--- src/hw/rtl/mrtd_pkg.sv ---
// Shared types and constants for the map/reduce task dispatcher.
// Holds the status codes, request codes, cell control structs and count helpers.
// No dependencies.
package mrtd_pkg;

	localparam int MAX_MAP_TASKS    = 64;
	localparam int MAX_REDUCE_TASKS = 16;
	localparam int MAX_WORKERS      = 16;

	localparam int TASK_W  = 6;   // task index width
	localparam int MCNT_W  = 7;   // map count, 1..64
	localparam int RCNT_W  = 5;   // reduce count, 1..16
	localparam int WID_W   = 4;   // worker id width
	localparam int WCNT_W  = 5;   // next worker id, 0..16
	localparam int TIMER_W = 8;
	localparam int CFG_W   = 8;
	localparam int CIDX_W  = 2;

	localparam logic [TIMER_W-1:0] TIMER_MAX     = 8'hFF;
	localparam logic [TIMER_W-1:0] TIMEOUT_RESET = 8'd8;

	localparam logic [CIDX_W-1:0] CFG_MAP_COUNT    = 2'd0;
	localparam logic [CIDX_W-1:0] CFG_REDUCE_COUNT = 2'd1;
	localparam logic [CIDX_W-1:0] CFG_TIMEOUT      = 2'd2;

	typedef enum logic [1:0] {
		ST_UNASSIGNED = 2'd0,
		ST_RUNNING    = 2'd1,
		ST_FINISHED   = 2'd2
	} status_t;

	typedef enum logic [1:0] {
		W_FREE    = 2'd0,
		W_BUSY    = 2'd1,
		W_TIMEOUT = 2'd2
	} wstate_t;

	typedef enum logic [1:0] {
		MODE_ASK    = 2'd0,
		MODE_REPORT = 2'd1,
		MODE_TICK   = 2'd2,
		MODE_HEALTH = 2'd3
	} mode_t;

	typedef enum logic [1:0] {
		KIND_NONE   = 2'd0,
		KIND_MAP    = 2'd1,
		KIND_REDUCE = 2'd2
	} kind_t;

	typedef enum logic [1:0] {
		WOP_NONE   = 2'd0,
		WOP_FREE   = 2'd1,
		WOP_ASSIGN = 2'd2
	} wop_t;

	typedef enum logic [2:0] {
		S_IDLE   = 3'd0,
		S_PREP   = 3'd1,
		S_SEARCH = 3'd2,
		S_SWEEP  = 3'd3,
		S_FIN    = 3'd4
	} fsm_t;

	typedef struct packed {
		logic              clr;
		logic              srch_en;
		logic              srch_red;
		logic              stop;
		logic              wr_en;
		logic              wr_red;
		logic [TASK_W-1:0] wr_idx;
		status_t           wr_val;
	} task_ctl_t;

	typedef struct packed {
		logic               clr;
		wop_t               op;
		logic [WID_W-1:0]   id;
		logic [TASK_W-1:0]  tsk;
		logic               sw_en;
		logic [TIMER_W-1:0] timeout;
		logic [WID_W-1:0]   rd_id;
	} wrk_ctl_t;

	// zero acts as one, above the maximum acts as the maximum
	function automatic logic [MCNT_W-1:0] eff_map(input logic [MCNT_W-1:0] v);
		logic [MCNT_W-1:0] r;
		r = v;
		if (v == '0) r = MCNT_W'(1);
		else if (v > MCNT_W'(MAX_MAP_TASKS)) r = MCNT_W'(MAX_MAP_TASKS);
		return r;
	endfunction

	function automatic logic [RCNT_W-1:0] eff_red(input logic [RCNT_W-1:0] v);
		logic [RCNT_W-1:0] r;
		r = v;
		if (v == '0) r = RCNT_W'(1);
		else if (v > RCNT_W'(MAX_REDUCE_TASKS)) r = RCNT_W'(MAX_REDUCE_TASKS);
		return r;
	endfunction

endpackage

--- src/hw/rtl/mrtd_task_cell.sv ---
// One task slot: map and reduce status for one task number.
// A search token passes from cell to cell; the first unassigned slot claims it.
// Depends on mrtd_pkg.
module mrtd_task_cell import mrtd_pkg::*; (
	input  logic              clk,
	input  logic              arst_n,
	input  logic [TASK_W-1:0] idx,
	input  task_ctl_t         ctl,
	input  logic              tok_in,
	output logic              tok_out,
	output logic              hit
);

	status_t map_st_q;
	status_t red_st_q;
	logic    tok_q;
	status_t cur;

	assign cur     = ctl.srch_red ? red_st_q : map_st_q;
	assign hit     = tok_q & ctl.srch_en & (cur == ST_UNASSIGNED);
	assign tok_out = tok_q & ctl.srch_en & ~ctl.stop;

	always_ff @(posedge clk or negedge arst_n) begin
		if (!arst_n) begin
			map_st_q <= ST_UNASSIGNED;
			red_st_q <= ST_UNASSIGNED;
			tok_q    <= 1'b0;
		end else if (ctl.clr) begin
			map_st_q <= ST_UNASSIGNED;
			red_st_q <= ST_UNASSIGNED;
			tok_q    <= 1'b0;
		end else begin
			tok_q <= tok_in;
			if (ctl.wr_en && ctl.wr_idx == idx) begin
				if (ctl.wr_red) red_st_q <= ctl.wr_val;
				else map_st_q <= ctl.wr_val;
			end
			if (hit) begin
				if (ctl.srch_red) red_st_q <= ST_RUNNING;
				else map_st_q <= ST_RUNNING;
			end
		end
	end

endmodule

--- src/hw/rtl/mrtd_worker_cell.sv ---
// One worker slot: state, saturating tick timer, active bit and held task.
// A sweep token passes from cell to cell, one worker per cycle.
// Depends on mrtd_pkg.
module mrtd_worker_cell import mrtd_pkg::*; (
	input  logic              clk,
	input  logic              arst_n,
	input  logic [WID_W-1:0]  idx,
	input  wrk_ctl_t          ctl,
	input  logic              tok_in,
	output logic              tok_out,
	output logic              rq,
	output logic [TASK_W-1:0] rq_task,
	output logic              timed_out
);

	wstate_t            st_q;
	logic [TIMER_W-1:0] timer_q;
	logic               active_q;
	logic [TASK_W-1:0]  task_q;
	logic               tok_q;
	logic               visit;
	logic               expire;

	assign visit     = tok_q & ctl.sw_en & active_q;
	assign expire    = visit & (st_q == W_BUSY) & (timer_q >= ctl.timeout);
	assign rq        = expire;
	assign rq_task   = expire ? task_q : '0;
	assign tok_out   = tok_q & ctl.sw_en;
	assign timed_out = (ctl.rd_id == idx) & (st_q == W_TIMEOUT);

	always_ff @(posedge clk or negedge arst_n) begin
		if (!arst_n) begin
			st_q     <= W_FREE;
			timer_q  <= '0;
			active_q <= 1'b0;
			tok_q    <= 1'b0;
		end else if (ctl.clr) begin
			st_q     <= W_FREE;
			timer_q  <= '0;
			active_q <= 1'b0;
			tok_q    <= 1'b0;
		end else begin
			tok_q <= tok_in;
			if (ctl.id == idx) begin
				case (ctl.op)
					WOP_FREE: begin
						st_q <= W_FREE;
					end
					WOP_ASSIGN: begin
						st_q     <= W_BUSY;
						timer_q  <= '0;
						active_q <= 1'b1;
					end
					default: begin
					end
				endcase
			end
			if (expire) st_q <= W_TIMEOUT;
			else if (visit && timer_q != TIMER_MAX) timer_q <= timer_q + 1'b1;
		end
	end

	// task number needs no reset: read only after an assign
	always_ff @(posedge clk) begin
		if (ctl.op == WOP_ASSIGN && ctl.id == idx) task_q <= ctl.tsk;
	end

endmodule

--- src/hw/rtl/map_reduce_task_dispatcher.sv ---
// Map/reduce task dispatcher: one result beat per request beat.
// Ask scans the task cells in order, one task cell per cycle, up to 64 (the phase's count).
// Tick sweeps all 16 worker cells, one per cycle; report and health skip the scans.
// One request in flight at a time; a new request is taken once the result is queued.
// arst_n clears all status, worker and phase state; counts reset to 1, timeout to 8.
// Depends on mrtd_pkg, mrtd_task_cell and mrtd_worker_cell.
module map_reduce_task_dispatcher import mrtd_pkg::*; (
	input  logic              clk,
	input  logic              arst_n,
	input  logic              cfg_we,
	input  logic [CIDX_W-1:0] cfg_index,
	input  logic [CFG_W-1:0]  cfg_data,
	input  logic              in_valid,
	output logic              in_stall,
	input  logic [1:0]        mode,
	input  logic              new_worker,
	input  logic [WID_W-1:0]  req_worker,
	input  logic [TASK_W-1:0] task_index,
	output logic              out_valid,
	input  logic              out_stall,
	output logic [WID_W-1:0]  assigned_worker,
	output logic              has_task,
	output logic [1:0]        task_kind,
	output logic [TASK_W-1:0] task_number,
	output logic              worker_ok,
	output logic              all_done,
	output logic              id_overflow
);

	fsm_t state_q, state_nx;

	logic [MCNT_W-1:0]  map_n_q;
	logic [RCNT_W-1:0]  red_n_q;
	logic [TIMER_W-1:0] timeout_q;
	logic [WCNT_W-1:0]  next_worker_q;
	logic [MCNT_W-1:0]  maps_left_q;
	logic [RCNT_W-1:0]  reduces_left_q;
	logic               map_done_q;
	logic               red_done_q;

	mode_t              mode_q;
	logic               nw_q;
	logic [WID_W-1:0]   wid_q;
	logic [TASK_W-1:0]  tix_q;
	logic [WID_W-1:0]   id_q;
	kind_t              kind_q;
	logic [TASK_W-1:0]  cnt_q;
	logic [WID_W-1:0]   wcnt_q;

	logic [WID_W-1:0]   res_worker_q;
	logic               res_has_q;
	kind_t              res_kind_q;
	logic [TASK_W-1:0]  res_num_q;
	logic               res_ok_q;
	logic               res_done_q;
	logic               res_ovf_q;

	logic               out_valid_q;
	logic [WID_W-1:0]   out_worker_q;
	logic               out_has_q;
	kind_t              out_kind_q;
	logic [TASK_W-1:0]  out_num_q;
	logic               out_ok_q;
	logic               out_done_q;
	logic               out_ovf_q;

	task_ctl_t tctl;
	wrk_ctl_t  wctl;

	logic [MAX_MAP_TASKS-1:0] hit_vec;
	logic [MAX_MAP_TASKS-1:0] ttok;
	logic [MAX_WORKERS-1:0]   wtok;
	logic [MAX_WORKERS-1:0]   rq_vec;
	logic [MAX_WORKERS-1:0]   to_vec;
	logic [TASK_W-1:0]        rq_task_vec [MAX_WORKERS];

	logic              hit_any;
	logic              rq_any;
	logic [TASK_W-1:0] rq_task;
	logic              to_any;
	logic              accept;
	logic              out_free;
	logic              cfg_clr;
	logic              id_ok;
	logic [WID_W-1:0]  id_now;
	kind_t             kind_now;
	logic [TASK_W-1:0] n_last;
	logic              scan_end;
	logic              rep_map;
	logic              rep_red;
	logic [MCNT_W-1:0] ml_dec;
	logic [RCNT_W-1:0] rl_dec;
	logic              rq_map;
	logic              rq_red;
	logic              tstart;
	logic              wstart;
	logic [MCNT_W-1:0] cfg_map_eff;
	logic [RCNT_W-1:0] cfg_red_eff;

	assign accept   = in_valid & ~in_stall;
	assign in_stall = (state_q != S_IDLE);
	assign out_free = ~out_valid_q | ~out_stall;
	assign cfg_clr  = cfg_we & (cfg_index == CFG_MAP_COUNT || cfg_index == CFG_REDUCE_COUNT);

	assign cfg_map_eff = eff_map(cfg_data[MCNT_W-1:0]);
	assign cfg_red_eff = eff_red(cfg_data[RCNT_W-1:0]);

	assign hit_any = |hit_vec;
	assign to_any  = |to_vec;

	always_comb begin
		rq_task = '0;
		for (int i = 0; i < MAX_WORKERS; i++) rq_task = rq_task | rq_task_vec[i];
	end
	assign rq_any = |rq_vec;

	assign id_ok  = ~nw_q | (next_worker_q < WCNT_W'(MAX_WORKERS));
	assign id_now = nw_q ? (id_ok ? next_worker_q[WID_W-1:0] : '0) : wid_q;

	always_comb begin
		if (!map_done_q) kind_now = KIND_MAP;
		else if (!red_done_q) kind_now = KIND_REDUCE;
		else kind_now = KIND_NONE;
	end

	assign n_last   = (kind_q == KIND_REDUCE) ? TASK_W'(MCNT_W'(red_n_q) - 1'b1)
	                                          : TASK_W'(map_n_q - 1'b1);
	assign scan_end = hit_any | (cnt_q == n_last);

	assign rep_map = ~map_done_q & ({1'b0, tix_q} < map_n_q);
	assign rep_red = map_done_q & ~red_done_q & (tix_q < TASK_W'(red_n_q));
	assign ml_dec  = maps_left_q - MCNT_W'(maps_left_q != '0);
	assign rl_dec  = reduces_left_q - RCNT_W'(reduces_left_q != '0);
	assign rq_map  = ~map_done_q & ({1'b0, rq_task} < map_n_q);
	assign rq_red  = map_done_q & ~red_done_q & (rq_task < TASK_W'(red_n_q));

	// next state
	always_comb begin
		state_nx = state_q;
		case (state_q)
			S_IDLE: begin
				if (in_valid) state_nx = S_PREP;
			end
			S_PREP: begin
				case (mode_q)
					MODE_ASK: begin
						if (id_ok && kind_now != KIND_NONE) state_nx = S_SEARCH;
						else state_nx = S_FIN;
					end
					MODE_TICK: state_nx = S_SWEEP;
					default:   state_nx = S_FIN;
				endcase
			end
			S_SEARCH: begin
				if (scan_end) state_nx = S_FIN;
			end
			S_SWEEP: begin
				if (wcnt_q == WID_W'(MAX_WORKERS - 1)) state_nx = S_FIN;
			end
			S_FIN: begin
				if (out_free) state_nx = S_IDLE;
			end
			default: state_nx = S_IDLE;
		endcase
	end

	// cell controls
	always_comb begin
		tctl          = '0;
		tctl.clr      = cfg_clr;
		tctl.srch_en  = (state_q == S_SEARCH);
		tctl.srch_red = (kind_q == KIND_REDUCE);
		tctl.stop     = (state_q == S_SEARCH) & scan_end;
		tctl.wr_val   = ST_FINISHED;
		tctl.wr_idx   = tix_q;
		wctl          = '0;
		wctl.clr      = cfg_clr;
		wctl.op       = WOP_NONE;
		wctl.timeout  = timeout_q;
		wctl.rd_id    = wid_q;
		wctl.sw_en    = (state_q == S_SWEEP);
		wctl.id       = id_q;
		wctl.tsk      = cnt_q;
		tstart        = 1'b0;
		wstart        = 1'b0;
		case (state_q)
			S_PREP: begin
				case (mode_q)
					MODE_ASK: begin
						tstart = id_ok & (kind_now != KIND_NONE);
						if (nw_q && id_ok) begin
							wctl.op = WOP_FREE;
							wctl.id = id_now;
						end
					end
					MODE_REPORT: begin
						if (rep_map || rep_red) begin
							tctl.wr_en  = 1'b1;
							tctl.wr_red = rep_red;
							wctl.op     = WOP_FREE;
							wctl.id     = wid_q;
						end
					end
					MODE_TICK: wstart = 1'b1;
					default: begin
					end
				endcase
			end
			S_SEARCH: begin
				if (hit_any) wctl.op = WOP_ASSIGN;
			end
			S_SWEEP: begin
				// requeue the task of a worker that just timed out
				if (rq_any && (rq_map || rq_red)) begin
					tctl.wr_en  = 1'b1;
					tctl.wr_red = rq_red;
					tctl.wr_idx = rq_task;
					tctl.wr_val = ST_UNASSIGNED;
				end
			end
			default: begin
			end
		endcase
	end

	always_ff @(posedge clk or negedge arst_n) begin
		if (!arst_n) begin
			state_q        <= S_IDLE;
			map_n_q        <= MCNT_W'(1);
			red_n_q        <= RCNT_W'(1);
			timeout_q      <= TIMEOUT_RESET;
			next_worker_q  <= '0;
			maps_left_q    <= MCNT_W'(1);
			reduces_left_q <= RCNT_W'(1);
			map_done_q     <= 1'b0;
			red_done_q     <= 1'b0;
			out_valid_q    <= 1'b0;
		end else begin
			state_q <= state_nx;
			if (cfg_we) begin
				case (cfg_index)
					CFG_MAP_COUNT: begin
						map_n_q        <= cfg_map_eff;
						maps_left_q    <= cfg_map_eff;
						reduces_left_q <= red_n_q;
						next_worker_q  <= '0;
						map_done_q     <= 1'b0;
						red_done_q     <= 1'b0;
					end
					CFG_REDUCE_COUNT: begin
						red_n_q        <= cfg_red_eff;
						reduces_left_q <= cfg_red_eff;
						maps_left_q    <= map_n_q;
						next_worker_q  <= '0;
						map_done_q     <= 1'b0;
						red_done_q     <= 1'b0;
					end
					CFG_TIMEOUT: timeout_q <= cfg_data[TIMER_W-1:0];
					default: begin
					end
				endcase
			end
			if (state_q == S_PREP) begin
				if (mode_q == MODE_ASK && nw_q && id_ok) next_worker_q <= next_worker_q + 1'b1;
				if (mode_q == MODE_REPORT && rep_map) begin
					maps_left_q <= ml_dec;
					if (ml_dec == '0) map_done_q <= 1'b1;
				end
				if (mode_q == MODE_REPORT && rep_red) begin
					reduces_left_q <= rl_dec;
					if (rl_dec == '0) red_done_q <= 1'b1;
				end
			end
			if (state_q == S_FIN && out_free) out_valid_q <= 1'b1;
			else if (!out_stall) out_valid_q <= 1'b0;
		end
	end

	// request, scan and result payload
	always_ff @(posedge clk) begin
		if (accept) begin
			mode_q <= mode_t'(mode);
			nw_q   <= new_worker;
			wid_q  <= req_worker;
			tix_q  <= task_index;
		end
		case (state_q)
			S_PREP: begin
				id_q         <= id_now;
				kind_q       <= kind_now;
				cnt_q        <= '0;
				wcnt_q       <= '0;
				res_has_q    <= 1'b0;
				res_num_q    <= '0;
				res_worker_q <= (mode_q == MODE_TICK) ? '0 : ((mode_q == MODE_ASK) ? id_now : wid_q);
				res_kind_q   <= (mode_q == MODE_ASK) ? kind_now : KIND_NONE;
				res_ok_q     <= (mode_q == MODE_HEALTH) & ~to_any;
				res_done_q   <= (mode_q == MODE_TICK) & map_done_q & red_done_q;
				res_ovf_q    <= (mode_q == MODE_ASK) & nw_q & ~id_ok;
			end
			S_SEARCH: begin
				if (hit_any) begin
					res_has_q <= 1'b1;
					res_num_q <= cnt_q;
				end else begin
					cnt_q <= cnt_q + 1'b1;
				end
			end
			S_SWEEP: wcnt_q <= wcnt_q + 1'b1;
			default: begin
			end
		endcase
		if (state_q == S_FIN && out_free) begin
			out_worker_q <= res_worker_q;
			out_has_q    <= res_has_q;
			out_kind_q   <= res_kind_q;
			out_num_q    <= res_num_q;
			out_ok_q     <= res_ok_q;
			out_done_q   <= res_done_q;
			out_ovf_q    <= res_ovf_q;
		end
	end

	genvar g;
	generate
		for (g = 0; g < MAX_MAP_TASKS; g++) begin : g_task
			logic tin;
			if (g == 0) begin : g_head
				assign tin = tstart;
			end else begin : g_link
				assign tin = ttok[g-1];
			end
			mrtd_task_cell u_cell (
				.clk     (clk),
				.arst_n  (arst_n),
				.idx     (TASK_W'(g)),
				.ctl     (tctl),
				.tok_in  (tin),
				.tok_out (ttok[g]),
				.hit     (hit_vec[g])
			);
		end
		for (g = 0; g < MAX_WORKERS; g++) begin : g_wrk
			logic win;
			if (g == 0) begin : g_head
				assign win = wstart;
			end else begin : g_link
				assign win = wtok[g-1];
			end
			mrtd_worker_cell u_cell (
				.clk       (clk),
				.arst_n    (arst_n),
				.idx       (WID_W'(g)),
				.ctl       (wctl),
				.tok_in    (win),
				.tok_out   (wtok[g]),
				.rq        (rq_vec[g]),
				.rq_task   (rq_task_vec[g]),
				.timed_out (to_vec[g])
			);
		end
	endgenerate

	assign out_valid       = out_valid_q;
	assign assigned_worker = out_worker_q;
	assign has_task        = out_has_q;
	assign task_kind       = out_kind_q;
	assign task_number     = out_num_q;
	assign worker_ok       = out_ok_q;
	assign all_done        = out_done_q;
	assign id_overflow     = out_ovf_q;

endmodule

--- config.mk ---
export PLATFORM = sky130hd
export DESIGN_NAME = map_reduce_task_dispatcher
export DESIGN_NICKNAME = d
export VERILOG_FILES = /design/src/hw/rtl/mrtd_pkg.sv /design/src/hw/rtl/mrtd_task_cell.sv /design/src/hw/rtl/mrtd_worker_cell.sv /design/src/hw/rtl/map_reduce_task_dispatcher.sv
export SDC_FILE = /design/constraint.sdc
export NUM_CORES = 2
export LEC_CHECK = 0
export ABC_AREA = 1
export BUFFER_PORTS_ARGS = -buffer_cell sky130_fd_sc_hd__buf_2
export CORE_ASPECT_RATIO = 0.8
export CORE_MARGIN = 4
export CORE_UTILIZATION = 58
export CTS_CLUSTER_SIZE = 24
export DETAILED_ROUTE_END_ITERATION = 16
export GPL_ROUTABILITY_DRIVEN = 0
export GPL_TIMING_DRIVEN = 1
export HOLD_SLACK_MARGIN = 0.12
export PLACE_DENSITY = 0.74
export SETUP_SLACK_MARGIN = 0.1
export SKIP_CTS_REPAIR_TIMING = 1
export SLEW_MARGIN = 0
export SYNTH_ARGS = -nofsm -noshare
export SYNTH_HDL_FRONTEND = slang
export SYNTH_SLANG_ARGS = --single-unit
--- constraint.sdc ---
create_clock -name clk -period 7.9 [get_ports clk]
set_clock_uncertainty 0.1 [all_clocks]
set_input_delay 0.395 -clock clk [delete_from_list [all_inputs] [get_ports clk]]
set_output_delay 0.395 -clock clk [all_outputs]
set_load 0.01 [all_outputs]
==> flow_summary.html <==
<table>
<tr><th>Metric</th><th>Value</th></tr>
<tr><th colspan="2">Status</th></tr>
<tr><td>Run status</td><td>completed</td></tr>
<tr><th colspan="2">CTS</th></tr>
<tr><td>CTS Buf Count</td><td>73</td></tr>
<tr><td># clock sinks</td><td>712</td></tr>
<tr><td>Max Buffers Root-to-Sink</td><td>3</td></tr>
<tr><td>TritonCTS clock tree</td><td>done</td></tr>
<tr><td>Worst-Skew Late Latency</td><td>roughly 0.63 ns</td></tr>
<tr><td>Number of levels in the clock H-tree</td><td>3</td></tr>
<tr><td>Master cell of the clock root buffer</td><td>sky130_fd_sc_hd__clkbuf_16</td></tr>
<tr><td>Clock edge transition at the registers on the reported setup and hold paths</td><td>0.06 ns</td></tr>
<tr><th colspan="2">Critical path</th></tr>
<tr><td>CP Data Required Time</td><td>8.25 ns</td></tr>
<tr><td>Crit-path most repeated cell</td><td>sky130_fd_sc_hd__nand2_1</td></tr>
<tr><td>Critical path arrival</td><td>6.63 ns</td></tr>
<tr><td>Critical Path Max Stage Delay</td><td>around 0.73 ns</td></tr>
<tr><td>Endpoint class of the critical path</td><td>flip-flop</td></tr>
<tr><td>Classification of the worst setup path</td><td>flip-flop to flip-flop</td></tr>
<tr><td>CP startpoint kind</td><td>flip-flop</td></tr>
<tr><td>Largest fanout on the critical path</td><td>29</td></tr>
<tr><td>Slowest cell on the critical path</td><td>sky130_fd_sc_hd__inv_1</td></tr>
<tr><th colspan="2">Synth</th></tr>
<tr><td>Post-synthesis share of cell area spent on and, or, nand and nor gates</td><td>22.1%</td></tr>
<tr><td>Post-Synthesis Net Count</td><td>~4600</td></tr>
<tr><td>Post-synth EDFFs</td><td>approximately 160</td></tr>
<tr><td>Cell Area, Synth</td><td>0.0373 mm²</td></tr>
<tr><td>Post-synthesis mux area share</td><td>0%</td></tr>
<tr><td>Syn Area/Cell</td><td>between 8 and 9 µm²</td></tr>
<tr><td>Adder-cell area share of the yosys netlist</td><td>5.70%</td></tr>
<tr><td>Count of mapped cells out of synthesis</td><td>4356</td></tr>
<tr><td>Synth warn</td><td>0</td></tr>
<tr><td>Share of synthesized area occupied by flip-flops and latches</td><td>49.9%</td></tr>
<tr><td>Post-synthesis compound-gate area fraction</td><td>13.6%</td></tr>
<tr><td>Leading area contributor after synthesis</td><td>sky130_fd_sc_hd__dfrtp_1</td></tr>
<tr><td>Leading cell types by total area after synthesis</td><td>sky130_fd_sc_hd__dfrtp_1 (37%), sky130_fd_sc_hd__edfxtp_1 (13%), sky130_fd_sc_hd__nand2_1 (8.5%), sky130_fd_sc_hd__a21oi_1 (6.5%), sky130_fd_sc_hd__ha_1 (5.7%)</td></tr>
<tr><td>Synth Register Bits</td><td>712</td></tr>
<tr><td>Most instantiated flip-flop cell in the synthesis netlist</td><td>sky130_fd_sc_hd__dfrtp_1</td></tr>
<tr><td>Unique cell type count in the Yosys netlist</td><td>60</td></tr>
<tr><td>Synthesized-area fraction occupied by xor and xnor cells</td><td>under 10%</td></tr>
<tr><td>Async S/R FF share, synth</td><td>77.9%</td></tr>
<tr><td>Main combinational cell family by area after synthesis</td><td>simple AND/OR/NAND/NOR gates</td></tr>
<tr><td>Proportion of netlist area held by the largest area contributor</td><td>about 37%</td></tr>
<tr><th colspan="2">Die</th></tr>
<tr><td>Number of ports placed on the die boundary</td><td>46</td></tr>
<tr><td>Number of rows created at floorplan</td><td>between 80 and 90</td></tr>
<tr><td>Die span in x</td><td>291 µm</td></tr>
<tr><td>Vertical die dimension</td><td>235 µm</td></tr>
<tr><td>Core region area</td><td>about 0.063 mm²</td></tr>
<tr><td>Effective utilization at floorplan</td><td>59.1%</td></tr>
<tr><td>Die Footprint</td><td>just under 0.07 mm²</td></tr>
<tr><th colspan="2">Final layout</th></tr>
<tr><td>Ratio of cells with drive above 1 in the final layout</td><td>6.94%</td></tr>
<tr><td>Growth of design area from synthesis to finish</td><td>9.51%</td></tr>
<tr><td>Number of fill cells in the layout</td><td>5149</td></tr>
<tr><td>Design Area, Final</td><td>~0.041 mm²</td></tr>
<tr><td>Final core utilization</td><td>about two thirds</td></tr>
<tr><td>Nets</td><td>4560</td></tr>
<tr><td>Number of antenna diodes</td><td>0</td></tr>
<tr><th colspan="2">Global route</th></tr>
<tr><td>Total global routing overflow</td><td>0</td></tr>
<tr><td>Antenna violations before repair</td><td>0</td></tr>
<tr><td>Pin count of the biggest net entering global routing</td><td>~220</td></tr>
<tr><td>Global-route wire length before repair</td><td>158000 µm</td></tr>
<tr><td>Number of global-route vias before repair</td><td>28700</td></tr>
<tr><td>Global-route usage over all layers</td><td>between 20 and 30%</td></tr>
<tr><th colspan="2">Placement</th></tr>
<tr><td>Port Buf Inserts</td><td>45</td></tr>
<tr><td>Cell Area, Placed</td><td>0.0382 mm²</td></tr>
<tr><td>Final HPWL from detailed placement</td><td>65000 µm</td></tr>
<tr><th colspan="2">STA</th></tr>
<tr><td>Final period utilization</td><td>79.6%</td></tr>
<tr><td>Pins over their slew limit</td><td>0</td></tr>
<tr><td>Hold WS</td><td>0.112 ns</td></tr>
<tr><td>Maximum achievable frequency</td><td>between 150 and 200 MHz</td></tr>
<tr><td>RSZ-0062 raised after global routing</td><td>false</td></tr>
<tr><td>Final hold violation count</td><td>0</td></tr>
<tr><td>Measured slew at the worst slew-check pin</td><td>1.33 ns</td></tr>
<tr><td>Fin Setup TNS</td><td>0 ns</td></tr>
<tr><td>Worst rel slew slack</td><td>11.5%</td></tr>
<tr><td>Time the worst path needs with I/O delays and setup</td><td>6.29 ns</td></tr>
<tr><td>Number of setup violations in the final report</td><td>0</td></tr>
<tr><th colspan="2">Detailed routing</th></tr>
<tr><td>First-pass iteration count of the detailed router</td><td>6</td></tr>
<tr><td>Via/cell ratio</td><td>5.92</td></tr>
<tr><td>Via count</td><td>31100</td></tr>
<tr><td>DRC violation count after routing</td><td>0</td></tr>
<tr><td>Total wirelength of the detailed-routed design</td><td>99000 µm</td></tr>
<tr><td>Drt wl/cell</td><td>18.8 µm</td></tr>
<tr><td>Number of DRC violations after detailed-routing iteration 0</td><td>between 3000 and 4000</td></tr>
<tr><td>Post-route ant nets</td><td>0</td></tr>
<tr><th colspan="2">Run</th></tr>
<tr><td>Maximum Capacitance Violations</td><td>0</td></tr>
<tr><th colspan="2">Power</th></tr>
<tr><td>Peak ir drop on the vdd network</td><td>around 170 µV</td></tr>
<tr><td>Final Power</td><td>9200 µW</td></tr>
<tr><td>Leakage power</td><td>0.0183 µW</td></tr>
<tr><td>Pwr Density</td><td>225 mW/mm²</td></tr>
<tr><th colspan="2">Worst hold path</th></tr>
<tr><td>Worst min-delay path category</td><td>primary input to flip-flop</td></tr>
</table>
==> final cells by class <==
type	count	area [µm²]	area share, %
flip-flops and latches	712	18600	45.6
multi-input cells	2996	16200	39.6
clock buffers	106	2050	5.03
inverters	474	1790	4.38
well taps	840	1050	2.57
repair buffers	105	818	2.00
clock inverters	28	334	0.818
==> power breakdown <==
part / total, µW / switching [µW] / internal [µW]
sequential: 4210 / 165 / 4040
clock: 3490 / 1480 / 2010
combinational: 1490 / 1110 / 380
==> through the flow <==
stage	worst slack (ns)	cells
final	1.61	5261
after global routing	1.23	5261
after CTS	1.76	5238
after detailed placement	1.73	5104
after global placement	1.96	5104
after floorplan	3.83	4356
==> worst paths after layout <==
| kind | from | to | slack (ns) | cells after the start |
|---|---|---|---|---|
| max in group asynchronous | arst_n | g_task[50].u_cell.map_st_q[1] | 5.53 | 4 |
| max | timeout_q[1] | g_task[29].u_cell.map_st_q[0] | 1.61 | 29 |
| max reg2reg | timeout_q[1] | g_task[29].u_cell.map_st_q[0] | 1.61 | 29 |
| min reg2reg | res_ovf_q | id_overflow | 0.32 | 0 |
| min in group asynchronous | arst_n | g_wrk[2].u_cell.timer_q[1] | 0.25 | 2 |
| min | cfg_index[1] | g_wrk[4].u_cell.timer_q[1] | 0.11 | 3 |
==> layout by cell type (no fill, tap or decap), drive strengths merged, types with 3 or more instances in the layout <==
| cell | instances |
|---|---|
| nand2 | 873 |
| dfrtp | 550 |
| nor2 | 535 |
| a21oi | 486 |
| inv | 470 |
| nand3 | 240 |
| o21ai | 194 |
| ha | 170 |
| edfxtp | 157 |
| clkbuf | 106 |
| buf | 82 |
| nor4 | 81 |
| a211oi | 79 |
| xor2 | 59 |
| nand4 | 52 |
| nor3 | 47 |
| o2111a | 32 |
| clkinv | 25 |
| dlygate4sd3 | 23 |
| xnor2 | 20 |
| o21a | 16 |
| or2 | 14 |
| nor3b | 12 |
| nand3b | 12 |
| a31oi | 9 |
| o221ai | 9 |
| o2111ai | 8 |
| a41oi | 8 |
| o22ai | 8 |
| a32o | 6 |
| bufinv | 6 |
| a311oi | 5 |
| dfstp | 5 |
| o211ai | 3 |
| a22o | 3 |
==> state kept, by name (all words and copies together), names as in the netlist, 7 cells and up <==
register and flops:
g_wrk.u_cell.timer_q 128, g_wrk.u_cell.st_q 32, maps_left_q 7, map_n_q 7
g_task.u_cell.map_st_q 128, g_wrk.u_cell.task_q 96, timeout_q 8, g_wrk.u_cell.active_q 16
g_wrk.u_cell.tok_q 16, g_task.u_cell.tok_q 64, g_task.u_cell.red_st_q 128
==> cells by family after synthesis <==
logic type      after synthesis
fa+ha+maj                   170
compound gates              879
flops                       712
buf+inv                     648
xor+xnor                     79
simple gates               1868
==> routing by layer <==
metal,global-route usage (%),wire length [µm],vias up
met5,0,0,-
li1,-,-,14700
met4,7.07,2370,0
met3,6.43,10300,170
met1,44.8,45200,14900
met2,39.8,41200,1337
==> Yosys cell counts (31+ instances only) <==
master / n
sky130_fd_sc_hd__o21ai_1: 39
sky130_fd_sc_hd__ha_1: 170
sky130_fd_sc_hd__buf_2: 31
sky130_fd_sc_hd__nand3_1: 230
sky130_fd_sc_hd__a211oi_1: 79
sky130_fd_sc_hd__nand4_1: 52
sky130_fd_sc_hd__o21ai_0: 154
sky130_fd_sc_hd__a21oi_1: 486
sky130_fd_sc_hd__xor2_1: 59
sky130_fd_sc_hd__dfrtp_1: 550
sky130_fd_sc_hd__edfxtp_1: 157
sky130_fd_sc_hd__nor2_1: 509
sky130_fd_sc_hd__inv_1: 450
sky130_fd_sc_hd__o2111a_1: 32
sky130_fd_sc_hd__nor3_1: 39
sky130_fd_sc_hd__nand2_1: 847
sky130_fd_sc_hd__nor4_1: 81
sky130_fd_sc_hd__clkbuf_1: 109
==> critical path: cells and delay by family (launching register included) <==
kind,cells,cell delay [ns]
adder cells (fa/ha/maj),2,0.69
buffers and inverters,5,1.54
flip-flops,1,0.36
AND/OR/NAND/NOR,18,2.91
AO/OA/AOI/OAI,4,0.45
Note: power is estimated with default switching activity, not from simulation.
